**src/tms_pkg.sv**
```systemverilog
// tms_pkg: shared types and constants of the temperature monitor smoother
// holds field widths, transfer payload structs, function/register/alert codes, reset values
// no dependencies
`timescale 1ns / 1ps

package tms_pkg;

  // field widths
  localparam int SAMPLE_W   = 12;
  localparam int TIME_W     = 32;
  localparam int CFG_W      = 16;
  localparam int CFG_IDX_W  = 2;
  localparam int ALERT_W    = 2;
  localparam int WINDOW_DEF = 8;

  // item function codes
  localparam logic FUNC_INIT   = 1'b0;
  localparam logic FUNC_UPDATE = 1'b1;

  // configuration register indexes
  localparam logic [CFG_IDX_W-1:0] CFG_WARN     = 2'd0;
  localparam logic [CFG_IDX_W-1:0] CFG_CRIT     = 2'd1;
  localparam logic [CFG_IDX_W-1:0] CFG_INTERVAL = 2'd2;

  // alert levels
  localparam logic [ALERT_W-1:0] ALERT_OK   = 2'd0;
  localparam logic [ALERT_W-1:0] ALERT_WARN = 2'd1;
  localparam logic [ALERT_W-1:0] ALERT_CRIT = 2'd2;

  // register reset values
  localparam logic signed [SAMPLE_W-1:0] WARN_RESET     = 12'sd880;
  localparam logic signed [SAMPLE_W-1:0] CRIT_RESET     = 12'sd1040;
  localparam logic        [CFG_W-1:0]    INTERVAL_RESET = 16'd900;

  typedef struct packed {
    logic                       func;
    logic [TIME_W-1:0]          now_ms;
    logic signed [SAMPLE_W-1:0] sample;
  } in_item_t;

  typedef struct packed {
    logic signed [SAMPLE_W-1:0] current;
    logic signed [SAMPLE_W-1:0] average;
    logic signed [SAMPLE_W-1:0] minimum;
    logic signed [SAMPLE_W-1:0] maximum;
    logic [ALERT_W-1:0]         alert;
    logic [TIME_W-1:0]          uptime_ms;
    logic                       sampled;
  } out_item_t;

endpackage

```
**src/tms_ring.sv**
```systemverilog
// tms_ring: sample ring buffer, one write port and one registered read port
// depends on tms_pkg for the sample width and the default depth
`timescale 1ns / 1ps

module tms_ring #(
  parameter int DEPTH  = tms_pkg::WINDOW_DEF,
  parameter int ADDR_W = $clog2(DEPTH)
) (
  input  logic                          clk,
  input  logic                          wr_en,
  input  logic [ADDR_W-1:0]             wr_addr,
  input  logic [tms_pkg::SAMPLE_W-1:0]  wr_data,
  input  logic                          rd_en,
  input  logic [ADDR_W-1:0]             rd_addr,
  output logic [tms_pkg::SAMPLE_W-1:0]  rd_data
);

  logic [tms_pkg::SAMPLE_W-1:0] mem [DEPTH];

  // write port
  always_ff @(posedge clk) begin
    if (wr_en) begin
      mem[wr_addr] <= wr_data;
    end
  end

  // registered read port
  always_ff @(posedge clk) begin
    if (rd_en) begin
      rd_data <= mem[rd_addr];
    end
  end

endmodule

```
**src/tms_alu.sv**
```systemverilog
// tms_alu: shared adder/subtractor used for accumulation, magnitude, division and sign fix-up
// no dependencies
`timescale 1ns / 1ps

module tms_alu #(
  parameter int W = 16
) (
  input  logic [W-1:0] a,
  input  logic [W-1:0] b,
  input  logic         sub,
  output logic [W-1:0] sum
);

  // a + b, or a - b in two's complement when sub is set
  assign sum = a + (b ^ {W{sub}}) + W'(sub);

endmodule

```
**src/temperature_monitor_smoother.sv**
```systemverilog
// temperature_monitor_smoother: moving average, min/max tracking and threshold alert
// depends on tms_pkg, tms_ring and tms_alu
//
// Usage:
//   Input channel (in_valid, in_stall, in_data) carries init items (func 0) and
//   update items (func 1). A transfer happens on a rising edge with valid high
//   and stall low. Init items give no result; update items give one result on
//   the output channel (out_valid, out_stall, out_data).
//   Configuration (cfg_we, cfg_index, cfg_data) writes warn/crit thresholds and
//   the minimum sample interval; write only while the block is idle.
// Timing:
//   The block takes one item at a time; in_stall is high while it works.
//   Init: the sweep writes the first sample into every ring memory entry.
//   Throttled update: result register loaded after the interval check, with no ring sum.
//   Accepted update: result register loaded after one ring read per cycle into the
//   shared adder, then a restoring divide by the fill count at one quotient bit per
//   cycle on that same adder. The next item is taken in the cycle after the load.
// Reset and stall:
//   rst (synchronous) clears the sequencer and monitor state and loads the register
//   reset values; the ring memory, the held item, acc, q, rem, neg and out_data are
//   not cleared. A stalled result stays in the output register; the next item may
//   be taken meanwhile, and its result waits until the held one is transferred.
`timescale 1ns / 1ps

module temperature_monitor_smoother #(
  parameter int WINDOW = tms_pkg::WINDOW_DEF
) (
  input  logic                            clk,
  input  logic                            rst,
  input  logic                            in_valid,
  output logic                            in_stall,
  input  tms_pkg::in_item_t               in_data,
  output logic                            out_valid,
  input  logic                            out_stall,
  output tms_pkg::out_item_t              out_data,
  input  logic                            cfg_we,
  input  logic [tms_pkg::CFG_IDX_W-1:0]   cfg_index,
  input  logic [tms_pkg::CFG_W-1:0]       cfg_data
);

  localparam int SW     = tms_pkg::SAMPLE_W;
  localparam int PTR_W  = $clog2(WINDOW);
  localparam int CNT_W  = $clog2(WINDOW + 1);
  localparam int SUM_W  = SW + $clog2(WINDOW);
  localparam int AW     = SUM_W + 1;
  localparam int BC_W   = $clog2(SUM_W + 1);

  typedef enum logic [3:0] {
    S_IDLE, S_INIT, S_CHECK, S_ACC, S_ABS, S_DIV, S_SIGN, S_ALERT, S_OUT
  } state_t;

  state_t state;

  // configuration registers
  logic signed [SW-1:0]             warn_thr;
  logic signed [SW-1:0]             crit_thr;
  logic [tms_pkg::CFG_W-1:0]        min_interval;

  // monitor state
  tms_pkg::in_item_t                item;
  logic [PTR_W-1:0]                 wp;
  logic [CNT_W-1:0]                 fill;
  logic signed [SW-1:0]             low_mark;
  logic signed [SW-1:0]             high_mark;
  logic signed [SW-1:0]             avg_reg;
  logic [tms_pkg::ALERT_W-1:0]      alert_reg;
  logic [tms_pkg::TIME_W-1:0]       last_time;
  logic [tms_pkg::TIME_W-1:0]       start_time;
  logic                             first_pending;

  // sequencer working registers
  logic [CNT_W-1:0]                 idx;
  logic                             rd_pend;
  logic signed [SUM_W-1:0]          acc;
  logic                             neg;
  logic [SUM_W-1:0]                 q;
  logic [CNT_W-1:0]                 rem;
  logic [BC_W-1:0]                  bitcnt;
  logic                             sampled_r;

  // ring and alu connections
  logic                             ring_we;
  logic [PTR_W-1:0]                 ring_waddr;
  logic [SW-1:0]                    ring_wdata;
  logic                             ring_re;
  logic [PTR_W-1:0]                 ring_raddr;
  logic [SW-1:0]                    ring_rdata;
  logic [AW-1:0]                    alu_a;
  logic [AW-1:0]                    alu_b;
  logic                             alu_sub;
  logic [AW-1:0]                    alu_sum;

  // throttle and helper values
  logic [tms_pkg::TIME_W-1:0]       last_eff;
  logic [tms_pkg::TIME_W-1:0]       elapsed;
  logic                             throttled;
  logic [PTR_W-1:0]                 wp_prev;
  logic [PTR_W-1:0]                 wp_next;
  logic [CNT_W:0]                   rem_sh;
  logic [SW-1:0]                    current_sel;

  tms_ring #(
    .DEPTH  (WINDOW),
    .ADDR_W (PTR_W)
  ) u_ring (
    .clk     (clk),
    .wr_en   (ring_we),
    .wr_addr (ring_waddr),
    .wr_data (ring_wdata),
    .rd_en   (ring_re),
    .rd_addr (ring_raddr),
    .rd_data (ring_rdata)
  );

  tms_alu #(
    .W (AW)
  ) u_alu (
    .a   (alu_a),
    .b   (alu_b),
    .sub (alu_sub),
    .sum (alu_sum)
  );

  assign in_stall = rst || (state != S_IDLE);

  // interval check against the last accepted sample
  assign last_eff  = first_pending ? item.now_ms : last_time;
  assign elapsed   = item.now_ms - last_eff;
  assign throttled = elapsed < tms_pkg::TIME_W'(min_interval);

  // ring pointer neighbors
  assign wp_prev = (wp == '0) ? PTR_W'(WINDOW - 1) : wp - 1'b1;
  assign wp_next = (wp == PTR_W'(WINDOW - 1)) ? '0 : wp + 1'b1;

  // divider shift-in of the next dividend bit
  assign rem_sh = {rem, q[SUM_W-1]};

  assign current_sel = sampled_r ? item.sample : ring_rdata;

  // ring port control
  always_comb begin
    ring_we    = 1'b0;
    ring_waddr = wp;
    ring_wdata = item.sample;
    ring_re    = 1'b0;
    ring_raddr = wp_prev;
    unique case (state)
      S_INIT: begin
        ring_we    = 1'b1;
        ring_waddr = idx[PTR_W-1:0];
      end
      S_CHECK: begin
        ring_we = !throttled;
        ring_re = 1'b1;
      end
      S_ACC: begin
        ring_re    = (idx != fill);
        ring_raddr = idx[PTR_W-1:0];
      end
      default: begin
      end
    endcase
  end

  // shared adder operand selection
  always_comb begin
    alu_a   = '0;
    alu_b   = '0;
    alu_sub = 1'b0;
    unique case (state)
      S_ACC: begin
        alu_a = AW'(acc);
        alu_b = AW'($signed(ring_rdata));
      end
      S_ABS: begin
        alu_b   = AW'(acc);
        alu_sub = acc[SUM_W-1];
      end
      S_DIV: begin
        alu_a   = AW'(rem_sh);
        alu_b   = AW'(fill);
        alu_sub = 1'b1;
      end
      S_SIGN: begin
        alu_b   = AW'(q);
        alu_sub = neg;
      end
      default: begin
      end
    endcase
  end

  // sequencer, state and registered outputs
  always_ff @(posedge clk) begin
    if (rst) begin
      state         <= S_IDLE;
      warn_thr      <= tms_pkg::WARN_RESET;
      crit_thr      <= tms_pkg::CRIT_RESET;
      min_interval  <= tms_pkg::INTERVAL_RESET;
      wp            <= '0;
      fill          <= '0;
      low_mark      <= '0;
      high_mark     <= '0;
      avg_reg       <= '0;
      alert_reg     <= tms_pkg::ALERT_OK;
      last_time     <= '0;
      start_time    <= '0;
      first_pending <= 1'b1;
      idx           <= '0;
      rd_pend       <= 1'b0;
      bitcnt        <= '0;
      sampled_r     <= 1'b0;
      out_valid     <= 1'b0;
    end else begin
      // configuration writes
      if (cfg_we) begin
        unique case (cfg_index)
          tms_pkg::CFG_WARN:     warn_thr     <= cfg_data[SW-1:0];
          tms_pkg::CFG_CRIT:     crit_thr     <= cfg_data[SW-1:0];
          tms_pkg::CFG_INTERVAL: min_interval <= cfg_data;
          default: begin
          end
        endcase
      end

      // result transfer frees the output register unless a new result loads
      if (out_valid && !out_stall && state != S_OUT) begin
        out_valid <= 1'b0;
      end

      unique case (state)
        S_IDLE: begin
          if (in_valid) begin
            item <= in_data;
            idx  <= '0;
            if (in_data.func == tms_pkg::FUNC_INIT) begin
              start_time    <= in_data.now_ms;
              last_time     <= '0;
              first_pending <= 1'b1;
              wp            <= '0;
              fill          <= CNT_W'(1);
              low_mark      <= in_data.sample;
              high_mark     <= in_data.sample;
              avg_reg       <= in_data.sample;
              alert_reg     <= tms_pkg::ALERT_OK;
              state         <= S_INIT;
            end else begin
              state <= S_CHECK;
            end
          end
        end

        // fill every ring entry with the first sample
        S_INIT: begin
          idx <= idx + 1'b1;
          if (idx[PTR_W-1:0] == PTR_W'(WINDOW - 1)) begin
            state <= S_IDLE;
          end
        end

        S_CHECK: begin
          first_pending <= 1'b0;
          if (throttled) begin
            last_time <= last_eff;
            sampled_r <= 1'b0;
            state     <= S_OUT;
          end else begin
            last_time <= item.now_ms;
            wp        <= wp_next;
            if (fill != CNT_W'(WINDOW)) begin
              fill <= fill + 1'b1;
            end
            if (item.sample < low_mark) begin
              low_mark <= item.sample;
            end
            if (item.sample > high_mark) begin
              high_mark <= item.sample;
            end
            acc       <= '0;
            rd_pend   <= 1'b0;
            sampled_r <= 1'b1;
            state     <= S_ACC;
          end
        end

        // one ring read per cycle, summed in the cycle after its read
        S_ACC: begin
          if (idx != fill) begin
            idx     <= idx + 1'b1;
            rd_pend <= 1'b1;
          end else begin
            rd_pend <= 1'b0;
          end
          if (rd_pend) begin
            acc <= alu_sum[SUM_W-1:0];
          end
          if (idx == fill && !rd_pend) begin
            state <= S_ABS;
          end
        end

        // magnitude of the sum as dividend
        S_ABS: begin
          neg    <= acc[SUM_W-1];
          q      <= alu_sum[SUM_W-1:0];
          rem    <= '0;
          bitcnt <= BC_W'(SUM_W);
          state  <= S_DIV;
        end

        // restoring divide by the fill count, one bit per cycle
        S_DIV: begin
          if (!alu_sum[AW-1]) begin
            rem <= alu_sum[CNT_W-1:0];
            q   <= {q[SUM_W-2:0], 1'b1};
          end else begin
            rem <= rem_sh[CNT_W-1:0];
            q   <= {q[SUM_W-2:0], 1'b0};
          end
          bitcnt <= bitcnt - 1'b1;
          if (bitcnt == BC_W'(1)) begin
            state <= S_SIGN;
          end
        end

        // restore the sign, truncation toward zero
        S_SIGN: begin
          avg_reg <= alu_sum[SW-1:0];
          state   <= S_ALERT;
        end

        S_ALERT: begin
          priority if (avg_reg > crit_thr) begin
            alert_reg <= tms_pkg::ALERT_CRIT;
          end else if (avg_reg > warn_thr) begin
            alert_reg <= tms_pkg::ALERT_WARN;
          end else begin
            alert_reg <= tms_pkg::ALERT_OK;
          end
          state <= S_OUT;
        end

        // load the result once the output register is free
        S_OUT: begin
          if (!out_valid || !out_stall) begin
            out_valid          <= 1'b1;
            out_data.current   <= current_sel;
            out_data.average   <= avg_reg;
            out_data.minimum   <= low_mark;
            out_data.maximum   <= high_mark;
            out_data.alert     <= alert_reg;
            out_data.uptime_ms <= item.now_ms - start_time;
            out_data.sampled   <= sampled_r;
            state              <= S_IDLE;
          end
        end

        default: begin
          state <= S_IDLE;
        end
      endcase
    end
  end

`ifndef SYNTHESIS
  // fill count never passes the window size
  a_fill_range: assert property (@(posedge clk) disable iff (rst)
    fill <= CNT_W'(WINDOW))
    else $error("fill count above window size");

  // divider remainder stays below the divisor
  a_rem_range: assert property (@(posedge clk) disable iff (rst)
    state == S_DIV |-> rem < fill)
    else $error("divider remainder not below fill count");

  // a new result only comes out of the result load state
  a_out_source: assert property (@(posedge clk) disable iff (rst)
    $rose(out_valid) |-> $past(state == S_OUT))
    else $error("result raised outside the load state");

  // a fresh average lies between minimum and maximum
  a_avg_bounds: assert property (@(posedge clk) disable iff (rst)
    out_valid && out_data.sampled |->
      out_data.minimum <= out_data.average && out_data.average <= out_data.maximum)
    else $error("average outside min/max bounds");
`endif

endmodule
```
**config.mk**
```make
export PLATFORM = sky130hd
export DESIGN_NAME = temperature_monitor_smoother
export DESIGN_NICKNAME = d
export VERILOG_FILES = /design/src/tms_pkg.sv /design/src/tms_ring.sv /design/src/tms_alu.sv /design/src/temperature_monitor_smoother.sv
export SDC_FILE = /design/constraint.sdc
export NUM_CORES = 1
export LEC_CHECK = 0
export ABC_AREA = 1
export BUFFER_PORTS_ARGS = -buffer_cell sky130_fd_sc_hd__clkbuf_2
export CORE_MARGIN = 2
export CORE_UTILIZATION = 55
export DETAILED_ROUTE_END_ITERATION = 6
export PLACE_DENSITY = 0.76
export SYNTH_ARGS = -nofsm -noshare
export SYNTH_HDL_FRONTEND = slang
export SYNTH_SLANG_ARGS = --single-unit
```
**constraint.sdc**
```tcl
create_clock -name clk -period 7.6 [get_ports clk]
set_clock_uncertainty 0.15 [all_clocks]
set_input_delay 1.52 -clock clk [delete_from_list [all_inputs] [get_ports clk]]
set_output_delay 1.52 -clock clk [all_outputs]
set_load 0.1 [all_outputs]
```
# Yosys cells after proc, flatten, opt, wreduce, memory -nomap -nowiden

Memory sizes are Yosys's and may differ from the RTL's. A register that Yosys moved wholly into a read port is not among the register bits.
Cells that the tools add are included.

Flip-flop bits (word level): 327
RAM bits: 96
Output and inout port bits: 85
Memories: 1

Add/subtract/negate cells: 9
$lt $le $gt $ge: 5
Equal/unequal tests: 29
Mux-type cells: 69
Bitwise operators: 3
Reduce and logical (&&, ||, !) cells: 38

Memories:

| name       | words | width | read ports | clocked after memory_dff | write ports | line           | RTL |
|---|---|---|---|---|---|---|---|
| u_ring.mem | 8     | 12    | 1          | 1                        | 1           | tms_ring.sv:18 | `logic [tms_pkg::SAMPLE_W-1:0] mem [DEPTH];` |

Operators with widths:

| cell                                                 | count |
|---|---|
| 2-to-1 mux 32 bit                                    | 4 |
| 2-to-1 mux 12 bit                                    | 7 |
| one-hot mux 12 bit (2 select lines)                  | 3 |
| one-hot mux 16 bit (4 select lines)                  | 1 |
| one-hot mux 32 bit (2 select lines)                  | 1 |
| subtractor 32 bit                                    | 2 |
| one-hot mux 15 bit (2 select lines)                  | 2 |
| 2-to-1 mux 4 bit                                     | 13 |
| > comparator 12 bit                                  | 3 |
| one-hot mux 4 bit (9 select lines)                   | 1 |
| less-than comparator 32 x 16 -> 1 bit                | 1 |
| one-hot mux 16 bit (2 select lines)                  | 1 |
| 2-to-1 mux 15 bit                                    | 2 |
| inequality test 2 bit (second input constant)        | 12 |
| one-hot mux 4 bit (2 select lines)                   | 3 |
| 2-to-1 mux 3 bit                                     | 7 |
| AND reduction 3 bit                                  | 7 |
| AND reduction 5 bit                                  | 4 |
| adder 16 x 1 -> 16 bit                               | 1 |
| adder 16 bit                                         | 1 |
| equality test 4 x 3 -> 1 bit (second input constant) | 4 |
| XOR 16 bit                                           | 1 |
| less-than comparator 12 bit                          | 1 |
| 2-to-1 mux 1 bit                                     | 12 |
| other kinds (31)                                     | 59 |

# Longest topological paths before layout

Gate-level depths: netlist (run 1).

Word-level depth: 7
Gate-level depth with buffers: 27
Gate-level depth less buffers: 25

# Modules after synthesis

A second synthesis (run 1) with hierarchy kept.

Cells, all modules: 3114
Area total of the unflattened synthesis: 24838.8 µm²

By module, submodules not included:

| module                       | times used | cells each | area each (µm²) | seq. area each (µm²) |
|---|---|---|---|---|
| temperature_monitor_smoother | 1          | 2501       | 19235.9         | 8167.8 |
| tms_ring                     | 1          | 445        | 4599.4          | 3243.1 |
| tms_alu                      | 1          | 168        | 1003.5          | 0.0 |

# Worst setup path before layout (run 1)

OpenSTA, ideal clock, no wires.

Kind: in2reg
Start point: input rst
End point: register out_data[0] in the netlist's numbering, enable pin
Setup time: 627 ps
Data arrival time: 7385 ps
Required time: 6823 ps
Setup slack: -562 ps
Stages on the path: 2
Buffers on the path: 1
Cells stage by stage: clkbuf_1 > nor3_1

Word-level cells in the longest chain between the ends: 2

RTL lines:

| what                          | line                               | RTL |
|---|---|---|
| from (decl)                   | temperature_monitor_smoother.sv:29 | `input logic rst,` |
| NOT 1 bit (no line)           | --                                 |  |
| AND reduction 3 bit (no line) | --                                 |  |
| to (decl)                     | temperature_monitor_smoother.sv:35 | `output tms_pkg::out_item_t out_data,` |

No other way between the ends.
A chain may end at the register's enable or synchronous reset.

# Final worst setup path (run 1)

Start point: register first_pending
End point: register low_mark[3]

Word-level cells in the longest chain between the ends: 5

RTL lines:

| what                                  | line                                | RTL |
|---|---|---|
| from (decl)                           | temperature_monitor_smoother.sv:69  | `logic first_pending;` |
| from (signal assigned)                | temperature_monitor_smoother.sv:208 | `first_pending <= 1'b1;` |
| from (signal assigned)                | temperature_monitor_smoother.sv:239 | `first_pending <= 1'b1;` |
| from (signal assigned)                | temperature_monitor_smoother.sv:262 | `first_pending <= 1'b0;` |
| 2-to-1 mux 32 bit                     | temperature_monitor_smoother.sv:127 | `assign last_eff = first_pending ? item.now_ms : last_time;` |
| subtractor 32 bit                     | temperature_monitor_smoother.sv:128 | `assign elapsed = item.now_ms - last_eff;` |
| less-than comparator 32 x 16 -> 1 bit | temperature_monitor_smoother.sv:129 | `assign throttled = elapsed < tms_pkg::TIME_W'(min_interval);` |
| inequality test 2 bit (no line)       | --                                  |  |
| AND reduction 5 bit (no line)         | --                                  |  |
| to (signal assigned)                  | temperature_monitor_smoother.sv:242 | `low_mark <= in_data.sample;` |
| to (signal assigned)                  | temperature_monitor_smoother.sv:274 | `low_mark <= item.sample;` |
| to (decl)                             | temperature_monitor_smoother.sv:63  | `logic signed [SW-1:0] low_mark;` |

No other way between the ends.

==> results of run 1 <==
==> synthesized netlist by cell type, drive strengths merged (3+ instances only) <==
| master | n |
|---|---|
| nand2 | 623 |
| inv | 457 |
| edfxtp | 270 |
| nor2 | 244 |
| o21ai | 237 |
| a21oi | 202 |
| dfxtp | 165 |
| nand3 | 156 |
| ha | 150 |
| clkbuf | 73 |
| xor2 | 60 |
| or2 | 30 |
| a31oi | 24 |
| nand4 | 22 |
| buf | 21 |
| o22ai | 21 |
| xnor2 | 21 |
| nor3 | 19 |
| o21bai | 17 |
| o211ai | 14 |
| a221oi | 11 |
| o221ai | 8 |
| a21boi | 7 |
| a211oi | 6 |
| clkinv | 4 |
| mux2i | 4 |
| a21o | 3 |
| and2 | 3 |
| fa | 3 |
| nor3b | 3 |
| o21a | 3 |
==> area by class of cell <==
type                            instances  share of cell area (%)
Sequential cell                       435                    42.5
Multi-Input combinational cell       1902                    39.1
Timing Repair Buffer                  177                    3.53
Antenna cell                            1                 0.00932
Clock buffer                           65                    4.82
Inverter                              461                    6.46
Clock inverter                         19                   0.858
Tap cell                              585                    2.73
==> worst register-to-register path: stages (launching register included) <==
cell and delay, ns:
dfxtp_1 0.30, inv_1 0.59, or2_2 0.22, o21ai_0 0.14, ha_1 0.44, nand2_1 0.14, nor2_1 0.21, nand3_1 0.10
nand3b_1 0.16, xor2_1 0.17, ha_1 0.26, a21oi_1 0.13, nor2_1 0.06, a211oi_1 0.18, o221ai_1 0.13, a21oi_1 0.33
nand3_4 0.42, nand2_4 0.29, nand2_2 0.56, nand3_1 0.32, nand2_1 0.09, nor2_1 0.12
==> report_power, final <==
| part | switching, mW | internal (mW) | total (mW) |
|---|---|---|---|
| Clock | 0.951 | 1.30 | 2.25 |
| Sequential | 0.201 | 2.84 | 3.04 |
| Combinational | 1.88 | 0.974 | 2.85 |
| Total | 3.03 | 5.12 | 8.15 |
==> kinds of logic after synthesis <==
logic type                 Yosys count  share of synthesized area, %
xor gates and xnor gates            81                          2.96
buffers and inverters              555                          8.82
and+or+nand+nor                   1103                          19.4
muxes                                4                         0.167
DFF                                435                          47.6
adders and majority gates          153                          8.07
AOI/OAI and AO/OA                  561                          13.1
==> per-layer routing <==
layer | track usage [%] | vias to the layer above | routed length, um
li1 | - | 9830 | -
met1 | 33.8 | 9354 | 25300
met2 | 46.5 | 687 | 30000
met3 | 3.90 | 193 | 3520
met4 | 14.7 | 0 | 3220
met5 | 0 | - | 0
==> placed cells by master (no fill, tap or decap), types with 5 or more instances in the layout <==
cell type,instances
nor2_1,231
clkbuf_8,7
buf_4,25
o211ai_1,14
clkbuf_2,152
nand2_2,9
a221oi_1,11
xnor2_1,21
a21boi_0,7
o21ai_1,5
a21oi_2,9
a21oi_1,193
clkinv_2,8
clkbuf_1,12
dfxtp_1,165
inv_1,442
o21bai_1,17
nand2_1,612
nand4_1,21
clkbuf_16,46
nor2_2,9
nand3_1,152
clkinv_1,5
o221ai_1,8
ha_1,150
nor3_1,16
a211oi_1,6
or2_2,30
edfxtp_1,270
o22ai_1,20
xor2_1,60
o21ai_0,230
inv_2,14
a31oi_1,24
==> worst max-delay path by stage <==
stage | end | from | depth (start not counted) | slack [ns]
2_1_floorplan | out_data[0] | rst | 2 | 1.98
3_3_place_gp | in_stall | rst | 5 | 2.22
3_5_place_dp | high_mark[5] | first_pending | 21 | 2.06
4_1_cts | high_mark[10] | first_pending | 21 | 2.05
5_1_grt | low_mark[3] | first_pending | 23 | 1.49
6_report | low_mark[3] | first_pending | 21 | 2.02
==> metrics by stage <==
step                std cells  utilization, %  instance area (sq um)  setup WS [ns]  power, mW
CTS                      3644            62.3                  26800           2.05       8.14
floorplan                2892               -                  24000           1.98       5.16
finish                   3645            62.3                  26800           2.02       8.15
detailed placement       3560            58.8                  25300           2.06       5.89
global route             3645            62.3                  26800           1.49       8.67
global placement         3560            58.8                  25300           2.22       5.79
==> metrics, run 1 <==
status=complete, no violations; Port Buffer Count=152; Cells after Synth=2,892; cell taking the most area after synthesis=edfxtp_1; Worst Setup End Kind=register; Max-Slew Margin vs Limit=around 17%; share of cells above drive strength 1=roughly 11%; CP delay by family, top=simple AND/OR/NAND/NOR gates; DP HPWL=approximately 45,000 um; Synth cell types=55; clock-pin slew on the worst setup and hold paths=roughly 0.060 ns; die area=approximately 45,000 sq um; Synth Area per Inst=8.29 sq um; Tightest Pin Transition=1.24 ns; Fill cells=3,608; post-synthesis async set-or-reset flop share=0%; setup_tns=0 ns; Synth top area share=33.8%; Resized Gates After CTS=0; clock sink count=between 400 and 500; GP Congestion=0.985; net count after synthesis=around 3,100; r2r endpoint=low_mark[3]; slowest cell on the critical path=inv_1; final worst path period share=between 70% and 80%; worst path bufs/invs=1; crit start category=register; Tmin final=5.58 ns; post-route ant nets=0; synth-to-layout area growth=11.9%; critical-path maximum fanout=49; crit-path max cell delay=around 0.6 ns; routed vias/inst=between 5 and 6; Worst Hold Launch=avg_reg[0]; R2R Setup Slk=approximately 2.0 ns; Worst EP arrival=5.96 ns; die height=213 um; Yosys reg bits=~440; Post-Syn Area=roughly 24,000 sq um; Die W=between 200 and 250 um; # IOs=around 150; synth top area cells=edfxtp_1 (34%), dfxtp_1 (14%), nand2_1 (9.6%), ha_1 (7.8%), inv_1 (6.9%); RR Startpoint=first_pending; Most flops, register=u_ring.mem; wire per inst=approximately 17 um; Pwr Density=roughly 300 nW/um^2; worst path required time=approximately 8 ns; H-tree Lvls=2; CTS Buffer Depth=3; vias in the first global route=~19,000; cts bufs inserted=45; CTS tree=built; register area share after synthesis=roughly 48%; unrepaired setup endpoints after global routing=no; peak supply drop=0.000209 V; CTS Hold Bufs=0; DRC=0; CTS root buffer=clkbuf_16; YS warnings=0; drt pass-1 iters=6; CP Cell Sequence=inv_1 -> or2_2 -> o21ai_0 -> ha_1 -> nand2_1 -> nor2_1 -> nand3_1 -> nand3b_1 -> xor2_1 -> ha_1 -> a21oi_1 -> nor2_1 -> a211oi_1 -> o221ai_1 -> a21oi_1 -> nand3_4 -> nand2_4 -> nand2_2 -> nand3_1 -> nand2_1 -> nor2_1; Reg area=between 10,000 and 15,000 sq um; gr usage total=a little over a quarter; Fmax achieved=~180 MHz; routed vias=around 20,000; max reg flops=96; FF-to-FF path depth=21; WL final=62,000 um; initial antenna violation count=1; number of flops mapped to enable cells by yosys=270; first-pass GRT wire length=97,700 um; Hold Path Class=reg -> reg; critical path's most frequent cell=nor2_1; NumNets Final=about 3,200; worst-skew pair later-pin latency=roughly 0.6 ns; hold depth=0; area of the multi-input gates=around 10,000 sq um; tightest hold margin=just under 0.3 ns; Overflow after GRT=0; core area=roughly 43,000 sq um; commonest register cell after synthesis=edfxtp_1; Hold Crit Endpoint=out_data[59]; Initial Utilization=around 56%; Regs by FF count=u_ring.mem (96), out_data (83); crit path kind=reg -> reg; largest net degree at the start of global routing=80; post-CTS setup buffer count=0; final setup vio count=0; final hold violations=0; First DRT Iteration DRCs=1,543; num rows=76; Slew Viols, Final=0; Max-Cap Viols=0; leakage=12.0 nW
Note: power is estimated with default switching activity, not from simulation.
==> run 2: changes to the inputs <==
==> constraint.sdc (replaced) <==
create_clock -name clk -period 4.57 [get_ports clk]
set_clock_uncertainty 0.15 [all_clocks]
set_input_delay 0.914 -clock clk [delete_from_list [all_inputs] [get_ports clk]]
set_output_delay 0.914 -clock clk [all_outputs]
set_load 0.1 [all_outputs]
==> run 2 against run 1 <==
  * The flow now finishes with violations (design-rule violations)
  * Combinational power increased by 77%
  * Cell area increased by 2.2%
  * Flip-flop and latch count unchanged
  * Global-route usage increased by 1.4 points
  * Total power increased by 73%
  * Non-clock buffer count increased by 42
  * First-iteration DRC count increased by 21%
  * Critical path depth increased by 1
  * Via count increased by 1.3%
  * Worst setup slack got worse by 1.7 ns
  * Critical path type unchanged
  * Largest power group unchanged
==> metrics, run 2 (same netlist as run 1, synthesis figures left out) <==
Port Buffer Count=152 (unchanged); GR peak layer=met2; routed vias/inst=5.51 (about the same); first-pass GRT wire length=102,000 um (+4.7%); commonest non-fill, non-tap cells in the layout=nand2_1 (608), inv_1 (440), edfxtp_1 (270); Max-Cap Viols=0 (unchanged); Worst Setup End Kind=register; core area=43,100 sq um (unchanged); CP delay by family, top=simple AND/OR/NAND/NOR gates; Overflow after GRT=0 (unchanged); vias in the first global route=19,500 (+2.0%); largest net degree at the start of global routing=79 (-1.3%); Hold Path Class=reg -> reg; peak supply drop=0.000336 V (+61%); Max-Slew Margin vs Limit=17.5% (+0.58 points); Initial Utilization=55.7% (unchanged); Most flops, register=u_ring.mem; num rows=76 (unchanged); DRC=2 (+2); crit start category=register; CTS Hold Bufs=0 (unchanged); most common cell after layout, fill and taps aside=nand2_1; violated checks=design-rule violations; leakage=12.3 nW (+2.2%); cts bufs inserted=46 (+2.2%); Pwr Density=514 nW/um^2 (+69%); CTS tree=built; R2R Setup Slk=0.30 ns (-1.72 ns); clock sink count=435 (unchanged); worst-skew pair later-pin latency=0.61 ns (about the same); hold depth=2 (+2); Slew Viols, Final=0 (unchanged); GR Util met1=36.5% (+2.7 points); status=complete, but fails checks; GR Util met3=4.71% (+0.81 points); Fmax achieved=234 MHz (+31%); tightest hold margin=0.311 ns (+0.0142 ns); drt pass-1 iters=7 (+1); Tmin final=4.27 ns (-1.31 ns); final setup vio count=0 (unchanged); DP HPWL=47,800 um (+7.1%); final hold violations=0 (unchanged); synth-to-layout area growth=14.4%; WL final=65,400 um (+5.5%); crit path kind=reg -> reg; total power=14.1 mW (+73%); final worst path period share=93.5% (+20 points); # IOs=153 (unchanged); H-tree Lvls=2 (unchanged); crit-path max cell delay=0.41 ns (-0.18 ns); Die W=213 um (unchanged); CP Cell Sequence=clkinvlp_4 -> buf_4 -> nand2_1 -> o21ai_0 -> ha_1 -> fa_1 -> inv_1 -> nand3_1 -> nand3_1 -> nand2_1 -> nand3_2 -> xor2_1 -> ha_1 -> nand4_1 -> nor3_2 -> a21oi_4 -> nand3_4 -> nand2_4 -> nand2_4 -> nand3_1 -> nor2_2 -> buf_6; die height=213 um (unchanged); clock-pin slew on the worst setup and hold paths=0.06 ns (about the same); slowest cell on the critical path=fa_1; worst path bufs/invs=4 (+3); post-route ant nets=0 (unchanged); max reg flops=96 (unchanged); GP Congestion=0.968 (-1.7%); gr usage total=28.8% (+1.4 points); Regs by FF count=u_ring.mem (96), out_data (83); critical-path maximum fanout=12 (-76%); NumNets Final=3,287 (+1.4%); wire per inst=17.7 um (+4.3%); GR Util met2=47.7% (+1.2 points); critical path depth in cells=22 (+4.8%); initial antenna violation count=1 (unchanged); CTS Buffer Depth=3 (unchanged); Worst EP arrival=4.44 ns (-1.52 ns); CTS root buffer=clkbuf_16; routed vias=20,300 (+1.3%); Tightest Pin Transition=1.22 ns (-0.0134 ns); First DRT Iteration DRCs=1,868 (+21%); die area=45,300 sq um (unchanged); share of cells above drive strength 1=13.2% (+2.2 points); worst path required time=4.73 ns (-3.25 ns); critical path's most frequent cell=nand3_1; FF-to-FF path depth=22 (+4.8%)
==> run 2: worst paths after layout <==
check | start | to
max | first_pending | u_ring.mem[0][5]
min | start_time[17] | start_time[17]
max reg2reg | first_pending | u_ring.mem[0][5]
min reg2reg | start_time[17] | start_time[17]
==> run 2: metrics by stage <==
stage	setup slack (ns)	utilization, %	area [sq um]	cells	setup TNS (ns)
4_1_cts	0.101	63.0	27100	3673	0
2_1_floorplan	0.0221	-	24000	2892	0
5_1_grt	-0.0186	63.7	27400	3689	-0.171
3_3_place_gp	0.291	59.3	25500	3588	0
3_5_place_dp	0.113	59.3	25500	3588	0
6_report	0.295	63.7	27400	3689	0
==> run 2: repair_timing <==
action | in CTS | in global routing
hold endpoints to repair | 0 | 0
endpoints found under the setup margin | 0 | 167
resized for setup | 0 | 53
setup buffers | 0 | 12
==> run 2: final cells by class <==
type                       instances  area (sq um)
fill                            3579         15600
sequential                       435         11400
multi-input combinational       1902         10600
inverter                         461          1740
timing repair buffer             219          1320
clock buffer                      59          1270
tap                              585           732
clock inverter                    26           348
timing repair inverter             1          7.51
antenna                            1          2.50
==> run 2: where the power goes <==
| group | switching (mW) | total [mW] | internal (mW) |
|---|---|---|---|
| combinational | 3.28 | 5.05 | 1.78 |
| clock | 1.64 | 3.97 | 2.33 |
| sequential | 0.343 | 5.07 | 4.73 |
| total | 5.26 | 14.1 | 8.83 |
==> run 2: worst register-to-register path, stage by stage (launching register included) <==
cell	delay, ns
dfxtp_4	0.38
clkinvlp_4	0.14
buf_4	0.17
nand2_1	0.05
o21ai_0	0.12
ha_1	0.24
fa_1	0.41
inv_1	0.12
nand3_1	0.08
nand3_1	0.14
nand2_1	0.09
nand3_2	0.12
xor2_1	0.10
ha_1	0.29
nand4_1	0.14
nor3_2	0.29
a21oi_4	0.12
nand3_4	0.12
nand2_4	0.11
nand2_4	0.13
nand3_1	0.14
nor2_2	0.17
buf_6	0.19
==> run 2: layer usage <==
metal,share of wire (%),vias to the layer above
met5,0,-
met4,4.8,0
met3,7.0,183
met2,48,845
met1,41,9387
li1,-,9902
